**config.mk**
```make
export PLATFORM = sky130hd
export DESIGN_NAME = relay_output_register_controller_flat
export DESIGN_NICKNAME = d
export VERILOG_FILES = /design/src/sv/ror_pkg.sv /design/src/sv/ror_if.sv /design/src/sv/ror_cfg.sv /design/src/sv/ror_core.sv /design/src/sv/relay_output_register_controller.sv /design/src/flat_wrapper.sv
export SDC_FILE = /design/constraint.sdc
export NUM_CORES = 1
export LEC_CHECK = 0
export BUFFER_PORTS_ARGS = -buffer_cell sky130_fd_sc_hd__buf_2
export CORE_MARGIN = 4
export CORE_UTILIZATION = 50
export CTS_CLUSTER_SIZE = 30
export DETAILED_ROUTE_END_ITERATION = 12
export PLACE_DENSITY_LB_ADDON = 0.15
export SETUP_SLACK_MARGIN = 0.5
export SYNTH_ARGS = -nofsm -noshare
export SYNTH_HDL_FRONTEND = slang
export SYNTH_SLANG_ARGS = --single-unit
```
**constraint.sdc**
```tcl
create_clock -name clk -period 10.7 [get_ports clk]
set_input_delay 2.14 -clock clk [delete_from_list [all_inputs] [get_ports clk]]
set_output_delay 2.14 -clock clk [all_outputs]
set_load 0.1 [all_outputs]
```
**src/sv/ror_pkg.sv**
```systemverilog
// Shared types, register codes and a helper function of the relay output register controller.
package ror_pkg;

    // Number of relays that the request mask lets through.
    localparam int RELAY_COUNT = 8;
    localparam logic [7:0] RELAY_MASK = 8'(((1 << RELAY_COUNT) - 1) & 'hFF);

    localparam logic [15:0] MS_MAX = 16'hFFFF;

    // Configuration register indexes.
    localparam int CFG_INDEX_W = 2;
    localparam logic [CFG_INDEX_W-1:0] CFG_APPLY_PERIOD = 2'd0;
    localparam logic [CFG_INDEX_W-1:0] CFG_CHECK_PERIOD = 2'd1;
    localparam logic [CFG_INDEX_W-1:0] CFG_LOSS_TIMEOUT = 2'd2;

    localparam logic [15:0] APPLY_PERIOD_RESET = 16'd100;
    localparam logic [15:0] CHECK_PERIOD_RESET = 16'd500;
    localparam logic [15:0] LOSS_TIMEOUT_RESET = 16'd10000;

    // Item kinds.
    localparam logic MODE_ACCESS = 1'b0;
    localparam logic MODE_TICK   = 1'b1;

    // Register map addresses.
    localparam logic [15:0] ADDR_RELAY        = 16'd0;
    localparam logic [15:0] ADDR_RELAY_MIRROR = 16'd1;
    localparam logic [15:0] ADDR_ERROR        = 16'd3;
    localparam logic [15:0] ADDR_SERVICE      = 16'd580;
    localparam logic [15:0] ADDR_SERVICE_A    = 16'd590;
    localparam logic [15:0] ADDR_SERVICE_B    = 16'd591;
    localparam logic [15:0] ADDR_SERVICE_C    = 16'd592;
    localparam logic [15:0] ADDR_SERVICE_D    = 16'd593;
    localparam logic [15:0] ADDR_REBOOT       = 16'd594;
    localparam logic [15:0] ADDR_BOOTLOADER   = 16'd900;

    localparam logic signed [15:0] READ_NONE    = 16'sd0;
    localparam logic signed [15:0] READ_UNKNOWN = -16'sd1;

    typedef struct packed {
        logic [15:0] apply_period_ms;
        logic [15:0] check_period_ms;
        logic [15:0] loss_timeout_ms;
    } cfg_t;

    typedef struct packed {
        logic               mode;
        logic [15:0]        reg_addr;
        logic               is_write;
        logic signed [15:0] write_value;
    } item_t;

    typedef struct packed {
        logic signed [15:0] read_data;
        logic [7:0]         relay_outputs;
        logic               status_led;
        logic               reboot_request;
        logic               bootloader_request;
    } result_t;

    typedef struct packed {
        logic [7:0]  requested_relays;
        logic [7:0]  applied_relays;
        logic        link_up;
        logic        led_level;
        logic        reboot_pending;
        logic [15:0] ms_since_apply;
        logic [15:0] ms_since_check;
        logic [15:0] ms_since_access;
    } state_t;

    function automatic logic [15:0] sat_inc(input logic [15:0] v);
        return (v == MS_MAX) ? MS_MAX : v + 16'd1;
    endfunction

endpackage

```
**src/sv/ror_if.sv**
```systemverilog
// Handshake channels for command items and result items.
interface ror_cmd_if;
    logic               valid;
    logic               ready;
    logic               mode;
    logic [15:0]        reg_addr;
    logic               is_write;
    logic signed [15:0] write_value;

    modport source (output valid, output mode, output reg_addr, output is_write,
                    output write_value, input ready);
    modport sink (input valid, input mode, input reg_addr, input is_write,
                  input write_value, output ready);
endinterface

interface ror_rsp_if;
    logic               valid;
    logic               ready;
    logic signed [15:0] read_data;
    logic [7:0]         relay_outputs;
    logic               status_led;
    logic               reboot_request;
    logic               bootloader_request;

    modport source (output valid, output read_data, output relay_outputs,
                    output status_led, output reboot_request,
                    output bootloader_request, input ready);
    modport sink (input valid, input read_data, input relay_outputs,
                  input status_led, input reboot_request,
                  input bootloader_request, output ready);
endinterface

```
**src/sv/ror_cfg.sv**
```systemverilog
// Configuration registers with their reset values.
module ror_cfg (
    input  logic                             clk,
    input  logic                             rst_n,
    input  logic                             we,
    input  logic [ror_pkg::CFG_INDEX_W-1:0]  index,
    input  logic [15:0]                      wdata,
    output ror_pkg::cfg_t                    cfg
);

    ror_pkg::cfg_t cfg_reg;

    always_ff @(posedge clk or negedge rst_n)
    begin
        if (!rst_n)
        begin
            cfg_reg.apply_period_ms <= ror_pkg::APPLY_PERIOD_RESET;
            cfg_reg.check_period_ms <= ror_pkg::CHECK_PERIOD_RESET;
            cfg_reg.loss_timeout_ms <= ror_pkg::LOSS_TIMEOUT_RESET;
        end
        else if (we)
        begin
            case (index)
                ror_pkg::CFG_APPLY_PERIOD: cfg_reg.apply_period_ms <= wdata;
                ror_pkg::CFG_CHECK_PERIOD: cfg_reg.check_period_ms <= wdata;
                ror_pkg::CFG_LOSS_TIMEOUT: cfg_reg.loss_timeout_ms <= wdata;
                default: ;
            endcase
        end
    end

    assign cfg = cfg_reg;

endmodule

```
**src/sv/ror_core.sv**
```systemverilog
// Next-state and result logic for one command item.
module ror_core (
    input  ror_pkg::cfg_t    cfg,
    input  ror_pkg::state_t  cur,
    input  ror_pkg::item_t   item,
    output ror_pkg::state_t  nxt,
    output ror_pkg::result_t res
);

    always_comb
    begin
        nxt                    = cur;
        res.read_data          = ror_pkg::READ_NONE;
        res.reboot_request     = 1'b0;
        res.bootloader_request = 1'b0;

        if (item.mode == ror_pkg::MODE_TICK)
        begin
            nxt.ms_since_apply  = ror_pkg::sat_inc(cur.ms_since_apply);
            nxt.ms_since_check  = ror_pkg::sat_inc(cur.ms_since_check);
            nxt.ms_since_access = ror_pkg::sat_inc(cur.ms_since_access);

            // The apply step copies the request as it stood before this tick.
            if (nxt.ms_since_apply >= cfg.apply_period_ms)
            begin
                nxt.ms_since_apply = '0;
                nxt.applied_relays = cur.requested_relays;
                if (cur.reboot_pending)
                begin
                    res.reboot_request = 1'b1;
                    nxt.reboot_pending = 1'b0;
                end
            end

            if (nxt.ms_since_check >= cfg.check_period_ms)
            begin
                nxt.ms_since_check = '0;
                if (nxt.ms_since_access >= cfg.loss_timeout_ms)
                begin
                    nxt.link_up          = 1'b0;
                    nxt.requested_relays = '0;
                end
                if (!nxt.link_up)
                begin
                    nxt.led_level = ~cur.led_level;
                end
            end
        end
        else
        begin
            nxt.ms_since_access = '0;
            if (!cur.link_up)
            begin
                nxt.link_up   = 1'b1;
                nxt.led_level = 1'b1;
            end

            case (item.reg_addr)
                ror_pkg::ADDR_RELAY:
                begin
                    if (item.is_write)
                    begin
                        nxt.requested_relays = item.write_value[7:0] & ror_pkg::RELAY_MASK;
                    end
                    else
                    begin
                        res.read_data = {8'h00, cur.applied_relays};
                    end
                end
                ror_pkg::ADDR_RELAY_MIRROR: res.read_data = {8'h00, cur.applied_relays};
                ror_pkg::ADDR_ERROR,
                ror_pkg::ADDR_SERVICE,
                ror_pkg::ADDR_SERVICE_A,
                ror_pkg::ADDR_SERVICE_B,
                ror_pkg::ADDR_SERVICE_C,
                ror_pkg::ADDR_SERVICE_D: res.read_data = ror_pkg::READ_NONE;
                ror_pkg::ADDR_REBOOT: nxt.reboot_pending = 1'b1;
                ror_pkg::ADDR_BOOTLOADER: res.bootloader_request = 1'b1;
                default: res.read_data = ror_pkg::READ_UNKNOWN;
            endcase
        end

        res.relay_outputs = nxt.applied_relays;
        res.status_led    = nxt.led_level;
    end

endmodule

```
**src/sv/relay_output_register_controller.sv**
```systemverilog
// Top level of the relay output register controller: input stage, state and result register.
//
//  channel  | direction | payload                                          | handshake
//  ---------+-----------+--------------------------------------------------+-------------
//  cmd      | in        | mode, reg_addr, is_write, write_value            | valid/ready
//  rsp      | out       | read_data, relay_outputs, status_led,            | valid/ready
//           |           | reboot_request, bootloader_request               |
//  cfg      | in        | cfg_we, cfg_index, cfg_wdata                     | write only
//
// One item is taken per clock cycle when the result side keeps up. An item
// is held in the input register, and its result is then registered in the
// result register. The state update and the result come from a single
// pass of the decode logic, so a following item sees the updated state
// without any extra wait.
// Reset clears the pipeline valid flags and all controller state, and loads
// the configuration registers with their default periods.
// When the result register is full and not taken, the input register holds
// its item and cmd.ready drops until the result moves on.
module relay_output_register_controller (
    input  logic                            clk,
    input  logic                            rst_n,
    ror_cmd_if.sink                         cmd,
    ror_rsp_if.source                       rsp,
    input  logic                            cfg_we,
    input  logic [ror_pkg::CFG_INDEX_W-1:0] cfg_index,
    input  logic [15:0]                     cfg_wdata
);

    ror_pkg::cfg_t    cfg;
    ror_pkg::state_t  state_reg;
    ror_pkg::state_t  state_next;
    ror_pkg::item_t   item_reg;
    ror_pkg::result_t result_reg;
    ror_pkg::result_t result_next;
    logic             item_valid_reg;
    logic             result_valid_reg;
    logic             advance;
    logic             accept;

    ror_cfg u_cfg (
        .clk   (clk),
        .rst_n (rst_n),
        .we    (cfg_we),
        .index (cfg_index),
        .wdata (cfg_wdata),
        .cfg   (cfg)
    );

    ror_core u_core (
        .cfg  (cfg),
        .cur  (state_reg),
        .item (item_reg),
        .nxt  (state_next),
        .res  (result_next)
    );

    // The held item moves into the result register whenever that register
    // is empty or is being emptied in this cycle.
    assign advance   = item_valid_reg && (!result_valid_reg || rsp.ready);
    assign cmd.ready = !item_valid_reg || advance;
    assign accept    = cmd.valid && cmd.ready;

    always_ff @(posedge clk or negedge rst_n)
    begin
        if (!rst_n)
        begin
            item_valid_reg   <= 1'b0;
            result_valid_reg <= 1'b0;
            state_reg        <= '0;
        end
        else
        begin
            if (accept)
            begin
                item_valid_reg <= 1'b1;
            end
            else if (advance)
            begin
                item_valid_reg <= 1'b0;
            end

            if (advance)
            begin
                result_valid_reg <= 1'b1;
                state_reg        <= state_next;
            end
            else if (rsp.ready)
            begin
                result_valid_reg <= 1'b0;
            end
        end
    end

    // Payload registers carry no reset.
    always_ff @(posedge clk)
    begin
        if (accept)
        begin
            item_reg.mode        <= cmd.mode;
            item_reg.reg_addr    <= cmd.reg_addr;
            item_reg.is_write    <= cmd.is_write;
            item_reg.write_value <= cmd.write_value;
        end
        if (advance)
        begin
            result_reg <= result_next;
        end
    end

    assign rsp.valid              = result_valid_reg;
    assign rsp.read_data          = result_reg.read_data;
    assign rsp.relay_outputs      = result_reg.relay_outputs;
    assign rsp.status_led         = result_reg.status_led;
    assign rsp.reboot_request     = result_reg.reboot_request;
    assign rsp.bootloader_request = result_reg.bootloader_request;

endmodule

```
**src/flat_wrapper.sv**
```systemverilog
// flat-port wrapper written by rule: the top's interface ports become plain ports
module relay_output_register_controller_flat 
  (clk, rst_n, cfg_we, cfg_index, cfg_wdata, cmd_valid, cmd_mode, cmd_reg_addr, cmd_is_write, cmd_write_value, cmd_ready, rsp_valid, rsp_read_data, rsp_relay_outputs, rsp_status_led, rsp_reboot_request, rsp_bootloader_request, rsp_ready);
  ror_cmd_if cmd_i ();
  ror_rsp_if rsp_i ();
  input  logic clk;
  input  logic rst_n;
  input  logic cfg_we;
  input  logic [ror_pkg::CFG_INDEX_W-1:0] cfg_index;
  input  logic [15:0] cfg_wdata;
  input wire logic [$bits(cmd_i.valid)-1:0] cmd_valid;
  input wire logic [$bits(cmd_i.mode)-1:0] cmd_mode;
  input wire logic [$bits(cmd_i.reg_addr)-1:0] cmd_reg_addr;
  input wire logic [$bits(cmd_i.is_write)-1:0] cmd_is_write;
  input wire logic [$bits(cmd_i.write_value)-1:0] cmd_write_value;
  output wire logic [$bits(cmd_i.ready)-1:0] cmd_ready;
  output wire logic [$bits(rsp_i.valid)-1:0] rsp_valid;
  output wire logic [$bits(rsp_i.read_data)-1:0] rsp_read_data;
  output wire logic [$bits(rsp_i.relay_outputs)-1:0] rsp_relay_outputs;
  output wire logic [$bits(rsp_i.status_led)-1:0] rsp_status_led;
  output wire logic [$bits(rsp_i.reboot_request)-1:0] rsp_reboot_request;
  output wire logic [$bits(rsp_i.bootloader_request)-1:0] rsp_bootloader_request;
  input wire logic [$bits(rsp_i.ready)-1:0] rsp_ready;
  assign cmd_i.valid = cmd_valid;
  assign cmd_i.mode = cmd_mode;
  assign cmd_i.reg_addr = cmd_reg_addr;
  assign cmd_i.is_write = cmd_is_write;
  assign cmd_i.write_value = cmd_write_value;
  assign cmd_ready = cmd_i.ready;
  assign rsp_valid = rsp_i.valid;
  assign rsp_read_data = rsp_i.read_data;
  assign rsp_relay_outputs = rsp_i.relay_outputs;
  assign rsp_status_led = rsp_i.status_led;
  assign rsp_reboot_request = rsp_i.reboot_request;
  assign rsp_bootloader_request = rsp_i.bootloader_request;
  assign rsp_i.ready = rsp_ready;
  relay_output_register_controller u_core (.clk(clk), .rst_n(rst_n), .cmd(cmd_i), .rsp(rsp_i), .cfg_we(cfg_we), .cfg_index(cfg_index), .cfg_wdata(cfg_wdata));
endmodule
```
==> results.yml, run 1 <==
grt:
  antenna_found_initial: 0
  grt_first_pass_wirelength_um: 33200
  grt_use_total_pct: 20.5
  grt_overflow: 0
  grt_max_degree: 75
  grt_pass1_vias: 6483
critical_path:
  cp-start-kind: "register"
  cp_max_fo: 28
  worstPathArrival_ns: 5.66
  r2r_start: "u_core.state_reg[32]$_DFFE_PN0P_"
  end_kind: "register"
  crit_required_ns: 10.84
  r2r-end: "u_core.rsp.relay_outputs[0]$_DFFE_PP_"
  rr_worst_depth: 12
  reg2reg_setup_slack_ns: 5.18
  crit_type: "reg -> reg"
route:
  drc: 0
  drt_iter0_markers: 511
  viasPerCell: 5.73
  ant_nets: 0
  vias: 6777
  dr.pass1.iters: 5
  wl_per_cell_um: 16.9
  wirelength_um: 20000
floorplanning:
  start_util_pct: 51.5
  rows: 48
  core_sq_mm: 0.0175
  fp.dieH_um: 142
  die_area_sq_mm: 0.0202
  ios: 86
  die_w_um: 142
clock_network:
  hold_buffers: 0
  clk_latency_ns: 0.44
  cts_resized: 0
  cts_post_setup_buffers_inserted: 0
  cts_tree: "done"
  clkTransAtPathRegs_ns: 0.08
  clock-sinks: 163
  cts_made_buffers: 17
  cts-root-buf: "clkbuf_16"
  cts-htree-levels: 4
  cts.path.max_buffers: 2
synth:
  syn_inst: 886
  synth_ff_type: "dfrtp_1"
  ys_seq_area_share_pct: 48.0
  netlist_area_sq_mm: 0.00901
  synthTopCellsByArea: "dfrtp_1 (29%), edfxtp_1 (15%), ha_1 (7.1%)"
  ys_async_sr_fraction_pct: 71.8
  yosysTopAreaCell: "dfrtp_1"
  synth-edff-count: 46
  syn_nets: 994
  ys.warnings.count: 0
  yosys.area.top_type_share_pct: 28.6
  ys_seq_elements: 163
  syn_avg_cell_area_sq_um: 10.2
  ys_types: 70
power_and_ir_drop:
  leakage_nw: 4.65
  pwr-share-clk_pct: 35.2
  switching_share_pct: 33.7
  combinationalPowerShare_pct: 21.6
  power_frac_seq_pct: 43.2
  switchingPower_w: 0.000597
  p_int_w: 0.00117
  p_per_area_mw_per_mm2: 174
  vdd_drop_max_mv: 0.112
job:
  maxCapViolations: 0
sta:
  tightest_slew_ns: 1.18
  rsz0062_at_grt: "no"
  slew_headroom_pct: 21.6
  finalHoldViolations: 0
  skew_ns: 0.0180
  layout_min_cycle_time_ns: 5.52
  slew_violations: 0
  setup_violations: 0
  timing.final.crit_share_pct: 51.6
  max_freq_mhz: 181
  setup-tns-final_ns: 0
final_layout:
  fin_cells: 1183
  num_antenna_cells: 0
  fin_nets: 1053
  area_growth_pct: 12.8
  largest_reg_flops: 67
  layout-drive-gt1-share_pct: 19.6
  fillers: 1521
  final_cell_mix: "nand2_1 (103), dfrtp_1 (103), buf_2 (76)"
hold_path:
  hp-start: "u_core.item_reg[2]$_DFFE_PP_"
  hold_depth: 1
  holdPathEnd: "u_core.state_reg[61]$_DFFE_PN0P_"
  hp-class: "reg -> reg"
status:
  status: "finished clean"
place:
  hpwl_um: 13900
  finalWeightedCongestion: 0.809
  port_buffers: 77
  placed_cells: 1151
through the flow:
step                      utilization [%]  power (W)  worst slack (ns)  area (sq um)  hold WS (ns)
after global placement               54.6    0.00115              5.23          9540         0.452
after global routing                 58.1    0.00187              4.68         10200         0.499
final                                58.1    0.00177              5.18         10200         0.479
after detailed placement             54.6    0.00116              5.21          9540         0.462
after floorplan                         -    0.00106              5.60          9010         0.449
after CTS                            58.1    0.00179              5.19         10200         0.479
kinds of logic after synthesis:
logic type | count (synthesis) | share of synthesized area (%)
flip-flops | 163 | 48.0
adder cells (fa/ha/maj) | 51 | 7.08
multiplexers | 34 | 4.25
XOR/XNOR | 31 | 3.01
AND/OR/NAND/NOR | 262 | 15.2
AO/OA/AOI/OAI | 237 | 17.4
buffers and inverters | 108 | 5.10
Yosys cell counts, drive strengths merged, types with 3 or more instances:
| master | number |
|---|---|
| o221ai | 16 |
| edfxtp | 46 |
| a22o | 17 |
| ha | 51 |
| nand2 | 103 |
| a2bb2oi | 3 |
| nand3 | 37 |
| a21oi | 70 |
| nor3b | 3 |
| nand2b | 13 |
| a211o | 3 |
| a21o | 17 |
| and3 | 20 |
| inv | 57 |
| a2111oi | 4 |
| o22ai | 6 |
| dfstp | 14 |
| a31oi | 15 |
| xnor2 | 19 |
| o22a | 8 |
| o21a | 5 |
| and2 | 6 |
| nand4 | 16 |
| nor3 | 10 |
| nor2b | 3 |
| dfrtp | 103 |
| nor2 | 28 |
| nor4 | 6 |
| a22oi | 3 |
| o21ai | 53 |
| mux2 | 34 |
| o31ai | 3 |
| xor2 | 12 |
| nand3b | 7 |
| buf | 16 |
| a41oi | 4 |
| clkbuf | 33 |
power groups by stage:
stage	Combinational, W	Sequential, W	Clock, W
finish	0.000382	0.000765	0.000623
global route	0.000433	0.000775	0.000662
CTS	0.000387	0.000764	0.000635
detailed placement	0.000385	0.000776	0
global placement	0.000375	0.000774	0
floorplan	0.000264	0.000800	0
worst max-delay path, stage by stage, from the launching register on:
cell and delay (ns):
dfrtp_1 0.45, ha_1 0.30, nand2_1 0.10, nor3_1 0.60, nand3b_2 0.63, and2_1 0.40
ha_1 0.27, nand2b_1 0.14, a21o_1 0.17, a21o_1 0.20, a21oi_1 0.92, o21a_1 0.79
o21ai_0 0.28
metal layers:
metal	wire [um]	share of wire [%]	track usage, %
met1	9590	48	29.5
met2	9410	47	32.1
met3	776	3.9	3.46
met4	240	1.2	5.91
met5	0	0	0
worst max path at each step:
stage / startpoint / end / slack [ns] / depth (start not counted)
global placement: u_core.state_reg[32]$_DFFE_PN0P_ / u_core.rsp.relay_outputs[0]$_DFFE_PP_ / 5.23 / 12
detailed placement: u_core.state_reg[32]$_DFFE_PN0P_ / u_core.rsp.relay_outputs[0]$_DFFE_PP_ / 5.21 / 12
floorplan: rsp_ready / cmd_ready / 5.60 / 1
global route: u_core.state_reg[32]$_DFFE_PN0P_ / u_core.rsp.relay_outputs[0]$_DFFE_PP_ / 4.68 / 12
finish: u_core.state_reg[32]$_DFFE_PN0P_ / u_core.rsp.relay_outputs[0]$_DFFE_PP_ / 5.18 / 12
CTS: u_core.state_reg[32]$_DFFE_PN0P_ / u_core.rsp.relay_outputs[0]$_DFFE_PP_ / 5.19 / 12
cell type report:
| cell class | count | area [sq um] | share of cell area (%) |
|---|---|---|---|
| Inverter | 59 | 221 | 2.18 |
| Clock buffer | 17 | 425 | 4.19 |
| Clock inverter | 15 | 199 | 1.96 |
| Multi-Input combinational cell | 615 | 4230 | 41.6 |
| Timing Repair Buffer | 89 | 478 | 4.70 |
| Tap cell | 225 | 282 | 2.77 |
| Sequential cell | 163 | 4330 | 42.6 |
Note: power is estimated with default switching activity, not from simulation.
==> inputs of run 2 (changes only) <==
Settings changed: ABC_AREA set to 1.
Clock period 10.7 ns to 4.8 ns, I/O delays scaled along.
==> results.yml, run 2 <==
final_layout:
  layout-drive-gt1-share_pct: 13.9
  num_antenna_cells: 0
  area_growth_pct: 12.8
  fin_cells: 1365
  largest_reg_flops: 67
  fin_nets: 1235
  fillers: 1595
  final_common_cell: "nand2_1"
  final_cell_mix: "nand2_1 (259), inv_1 (171), dfrtp_1 (103)"
critical_path:
  rr_worst_depth: 16
  worstPathArrival_ns: 3.78
  crit_type: "reg -> reg"
  cp_common_cell: "inv_1"
  cp_slowest_cell: "nor2_2"
  cp_max_fo: 18
  worst_path_largest_cell_delay_ns: 0.46
  path_buf_inv: 4
  crit_chain: "ha_1 -> nand3_2 -> inv_1 -> nand2_1 -> nor2_2 -> inv_1 -> nand3b_1 -> ha_1 -> nand2_1 -> inv_1 -> nand3_1 -> inv_1 -> a21oi_1 -> nand3_2 -> nand2_1 -> nor2_1"
  crit_required_ns: 4.96
  end_kind: "register"
  cp_top_family: "simple AND/OR/NAND/NOR gates"
  cp-start-kind: "register"
  path_depth: 16
place:
  port_buffers: 77
  finalWeightedCongestion: 0.848
  hpwl_um: 13400
  placed_cells: 1333
floorplanning:
  die_w_um: 142
  die_area_sq_mm: 0.0201
  fp.dieH_um: 142
  ios: 86
  core_sq_mm: 0.0174
  rows: 48
  start_util_pct: 51.3
power_and_ir_drop:
  leakage_nw: 5.06
  combinationalPowerShare_pct: 25.8
  switching_share_pct: 34.3
  power_frac_seq_pct: 41.8
  p_per_area_mw_per_mm2: 433
  pwr-share-clk_pct: 32.4
  switchingPower_w: 0.00150
  p_int_w: 0.00287
  vdd_drop_max_mv: 0.254
sta:
  rsz0062_at_grt: "no"
  tightest_slew_ns: 1.04
  setup-tns-final_ns: 0
  layout_min_cycle_time_ns: 3.61
  finalHoldViolations: 0
  slew_violations: 0
  setup_violations: 0
  timing.final.crit_share_pct: 75.3
  slew_headroom_pct: 30.5
  max_freq_mhz: 277
  skew_ns: 0.00922
status:
  status: "finished clean"
clock_network:
  cts_tree: "done"
  clkTransAtPathRegs_ns: 0.06
  cts_post_setup_buffers_inserted: 0
  cts_resized: 0
  clk_latency_ns: 0.42
  cts-htree-levels: 4
  hold_buffers: 0
  cts_made_buffers: 17
  cts-root-buf: "clkbuf_16"
  clock-sinks: 163
  cts.path.max_buffers: 2
route:
  wirelength_um: 18400
  wl_per_cell_um: 13.4
  viasPerCell: 5.05
  dr.pass1.iters: 5
  drt_iter0_markers: 343
  vias: 6896
  ant_nets: 0
  drc: 0
synth:
  ys_types: 44
  ys_seq_elements: 163
  yosysTopAreaCell: "dfrtp_1"
  syn_nets: 1168
  synth_common_cells: "nand2_1 (259), inv_1 (171), dfrtp_1 (103)"
  synth_ff_type: "dfrtp_1"
  ys.warnings.count: 0
  synth_most_common_cell: "nand2_1"
  yosys.area.top_type_share_pct: 28.9
  ys_seq_area_share_pct: 48.5
  ys_async_sr_fraction_pct: 71.8
  synthTopCellsByArea: "dfrtp_1 (29%), edfxtp_1 (15%), nand2_1 (11%)"
  synth-edff-count: 46
  syn_inst: 1060
  syn_avg_cell_area_sq_um: 8.42
  netlist_area_sq_mm: 0.00893
grt:
  antenna_found_initial: 0
  grt_use_total_pct: 19.2
  grt_max_degree: 53
  grt_overflow: 0
  grt_first_pass_wirelength_um: 31200
  grt_pass1_vias: 6573
hold_path:
  hp-class: "reg -> reg"
  hold_depth: 2
job:
  maxCapViolations: 0
-- run 2: cell count changes after synthesis, moves of 16 or more --
cell      change
inv_1       +114
and3_1       -19
xnor2_1      -18
o221ai_1     -16
o21ai_0      +21
a21oi_1      -47
nor2_1       +54
mux2_2       -34
a22o_1       -17
nand2_1     +156
-- run 2: per-stage QoR --
step | cell area [sq um] | hold WS, ns | setup WS [ns] | utilization (%) | power [W]
2_1_floorplan | 8930 | 0.442 | 1.87 | - | 0.00272
3_3_place_gp | 9460 | 0.460 | 1.23 | 54.3 | 0.00296
3_5_place_dp | 9460 | 0.464 | 1.18 | 54.3 | 0.00298
4_1_cts | 10100 | 0.480 | 1.16 | 57.8 | 0.00440
5_1_grt | 10100 | 0.492 | 0.951 | 57.8 | 0.00465
6_report | 10100 | 0.476 | 1.19 | 57.8 | 0.00437
-- run 2: routing by layer --
metal / vias up / routed length (um) / part of all wire [%] / GRT usage (%)
li1: 3559 / - / - / -
met1: 3212 / 9160 / 50 / 27.7
met2: 111 / 8220 / 45 / 29.9
met3: 14 / 768 / 4.2 / 3.71
met4: 0 / 201 / 1.1 / 5.15
met5: - / 0 / 0 / 0
-- run 2: layout make-up --
type,instances,area [sq um],area share (%)
clock buffers,21,460,4.57
clock inverters,11,151,1.50
inverters,174,653,6.48
multi-input cells,691,3790,37.6
flip-flops and latches,163,4330,43.0
well taps,225,282,2.80
repair buffers,80,410,4.07
-- run 2: kinds of logic after synthesis --
logic type | share of synthesized area [%]
simple gates | 24.5
buf+inv | 9.11
flops | 48.5
compound gates | 8.09
fa+ha+maj | 7.15
xor+xnor | 2.75
-- run 2: worst reg2reg max path, delay by kind of cell (launching register included) --
family / cells / cell delay, ns
adders and majority gates: 2 / 0.48
and+or+nand+nor: 9 / 1.89
buffers and inverters: 4 / 0.32
DFF: 1 / 0.42
AOI/OAI and AO/OA: 1 / 0.24
-- run 2: worst paths after layout --
| path | to | start | slack [ns] |
|---|---|---|---|
| worst max-delay path | u_core.rsp.reboot_request$_SDFFCE_PN0P_ | u_core.state_reg[32]$_DFFE_PN0P_ | 1.19 |
| worst max register to register | u_core.rsp.reboot_request$_SDFFCE_PN0P_ | u_core.state_reg[32]$_DFFE_PN0P_ | 1.19 |
| max in group asynchronous | u_core.u_cfg.cfg[13]$_DFFE_PN1P_ | rst_n | 3.24 |
| worst min-delay path | u_core.state_reg[48]$_DFFE_PN0P_ | u_core.state_reg[48]$_DFFE_PN0P_ | 0.48 |
| min in group asynchronous | u_core.u_cfg.cfg[3]$_DFFE_PN0P_ | rst_n | 0.58 |
| worst min register to register | u_core.state_reg[48]$_DFFE_PN0P_ | u_core.state_reg[48]$_DFFE_PN0P_ | 0.48 |
-- run 2: power by group through the flow --
stage	combinational [W]	clock, W	sequential [W]
2_1_floorplan	0.000742	0	0.00198
3_3_place_gp	0.00112	0	0.00184
3_5_place_dp	0.00114	0	0.00185
4_1_cts	0.00114	0.00143	0.00182
5_1_grt	0.00129	0.00150	0.00186
6_report	0.00113	0.00141	0.00183
==> inputs of run 3 (changes only) <==
Clock period 4.8 ns to 2.9 ns, I/O delays scaled along.
==> results.yml, run 3 (synthesis gave the netlist of run 2 again) <==
power_and_ir_drop:
  p_per_area_mw_per_mm2: 664
  pwr-share-clk_pct: 28.4
  p_int_w: 0.00494
  combinationalPowerShare_pct: 32.5
  power_frac_seq_pct: 39.1
  switchingPower_w: 0.00280
  vdd_drop_max_mv: 0.443
  leakage_nw: 5.80
  switching_share_pct: 36.2
  total_power_w: 0.00773
sta:
  rsz0062_at_grt: "yes"
  slew_headroom_pct: 39.6
  max_freq_mhz: 335
  layout_min_cycle_time_ns: 2.98
  tightest_slew_ns: 0.904
  timing.final.crit_share_pct: 103
  fin_hold_ws_ns: 0.158
  finalHoldViolations: 0
  slew_violations: 0
  setup-tns-final_ns: -0.936
  setup_violations: 27
  setup_ws_ns: -0.0821
  skew_ns: 0.0108
critical_path:
  reg2reg_setup_slack_ns: -0.08
  crit_type: "reg -> reg"
  cp_slowest_cell: "dfrtp_1"
  crit_chain: "nand3_2 -> nor3_4 -> nand2_2 -> buf_6 -> nor3_4 -> nand2_1 -> or2_0 -> nand3_2 -> ha_4 -> a21oi_2 -> o21ai_2 -> a21oi_4 -> nand3_4 -> buf_4 -> buf_6 -> nand3_1 -> nand2_1"
  r2r-end: "u_core.rsp.relay_outputs[3]$_DFFE_PP_"
  cp-start-kind: "register"
  r2r_start: "u_core.state_reg[33]$_DFFE_PN0P_"
  cp_max_fo: 6
  crit_required_ns: 3.09
  worstPathArrival_ns: 3.17
  end_kind: "register"
  rr_worst_depth: 17
  worst_path_largest_cell_delay_ns: 0.39
clock_network:
  cts-htree-levels: 4
  cts.path.max_buffers: 2
  clk_latency_ns: 0.43
  cts_made_buffers: 17
  cts_tree: "done"
  clkTransAtPathRegs_ns: 0.07
  clock-sinks: 163
  cts-root-buf: "clkbuf_16"
final_layout:
  final_cell_mix: "nand2_1 (226), inv_1 (161), dfrtp_1 (102)"
  fin_cells: 1480
  fin_nets: 1350
  largest_reg_flops: 67
  regArea_sq_mm: 0.00433
  layout-drive-gt1-share_pct: 31.5
  area_growth_pct: 30.5
  final_common_cell: "nand2_1"
  multi_input_area_sq_mm: 0.00447
  num_antenna_cells: 0
  fillers: 1447
grt:
  grt_pass1_vias: 7280
  antenna_found_initial: 0
  grt_overflow: 0
  grt_max_degree: 47
  grt_use_total_pct: 21.2
  grt_first_pass_wirelength_um: 34300
floorplanning:
  ios: 86
  rows: 48
  die_w_um: 142
  start_util_pct: 51.3
  die_area_sq_mm: 0.0201
  core_sq_mm: 0.0174
  fp.dieH_um: 142
place:
  hpwl_um: 14200
  port_buffers: 77
  finalWeightedCongestion: 0.849
  placed_cells: 1405
status:
  violations: "setup timing"
  status: "finished with violations"
route:
  wl_per_cell_um: 14.0
  ant_nets: 0
  drt_iter0_markers: 459
  wirelength_um: 20700
  dr.pass1.iters: 7
  vias: 7465
  viasPerCell: 5.04
  drc: 0
hold_path:
  hp-class: "in -> async"
job:
  maxCapViolations: 0
## run 3: cell types whose count changed in the layout (fill, tap and decap cells not counted), sizes merged
cell / delta
clkinv: +1
inv: +4
nand3: +2
nand2: +1
bufinv: -2
clkbuf: -3
buf: +112
## run 3: layout make-up
type                            instances  share of cell area [%]
Multi-Input combinational cell        694                    38.3
Clock inverter                         14                    1.23
Clock buffer                           18                    3.68
Timing Repair Buffer                  192                    11.5
Inverter                              174                    5.66
Tap cell                              225                    2.42
Sequential cell                       163                    37.1
## run 3: how the worst max path moves through the flow
| stage | startpoint | to | slack, ns | depth (start not counted) |
|---|---|---|---|---|
| floorplan | u_core.state_reg[17]$_DFFE_PN0P_ | u_core.state_reg[59]$_DFFE_PN0P_ | 0.24 | 20 |
| global placement | u_core.state_reg[1]$_DFFE_PN0P_ | u_core.state_reg[66]$_DFFE_PN0P_ | -0.12 | 18 |
| detailed placement | u_core.state_reg[1]$_DFFE_PN0P_ | u_core.state_reg[66]$_DFFE_PN0P_ | -0.17 | 18 |
| CTS | u_core.state_reg[17]$_DFFE_PN0P_ | u_core.state_reg[66]$_DFFE_PN0P_ | -0.01 | 20 |
| global route | u_core.state_reg[17]$_DFFE_PN0P_ | u_core.state_reg[61]$_DFFE_PN0P_ | -0.30 | 20 |
| finish | u_core.state_reg[33]$_DFFE_PN0P_ | u_core.rsp.relay_outputs[3]$_DFFE_PP_ | -0.08 | 17 |
## run 3: power groups by stage
| stage | combinational (W) | clock [W] | sequential (W) |
|---|---|---|---|
| floorplan | 0.00129 | 0 | 0.00328 |
| global placement | 0.00214 | 0 | 0.00303 |
| detailed placement | 0.00219 | 0 | 0.00304 |
| CTS | 0.00241 | 0.00225 | 0.00301 |
| global route | 0.00281 | 0.00236 | 0.00307 |
| finish | 0.00251 | 0.00220 | 0.00302 |
## run 3: worst max-delay path, delay by kind of cell, from the launching register on
family | cells | cell delay [ns]
AO/OA/AOI/OAI | 3 | 0.48
flip-flops | 1 | 0.39
buffers and inverters | 3 | 0.43
adder cells (fa/ha/maj) | 1 | 0.21
AND/OR/NAND/NOR | 10 | 1.23
## run 3: timing repair
| action | CTS | global route |
|---|---|---|
| gates resized for setup | 98 | 46 |
| cloned | 4 | 0 |
| buffers inserted | 24 | 15 |
| endpoints found under the setup margin | 61 | 61 |
| hold buffers | 0 | 0 |
| pin swaps | 39 | 25 |
## run 3: through the flow
step / utilization, % / worst slack, ns / instance area, sq um
floorplan: - / 0.235 / 9070
global placement: 58.2 / -0.116 / 10100
detailed placement: 58.2 / -0.166 / 10100
CTS: 65.2 / -0.0113 / 11400
global route: 66.9 / -0.303 / 11700
finish: 66.9 / -0.0821 / 11700
## run 3: layer usage
layer	vias to the layer above	track usage [%]	part of all wire, %
met5	-	0	0
met4	0	5.71	1.4
met3	23	4.08	3.2
met2	114	34.6	49
met1	3518	29.0	47
li1	3810	-	-
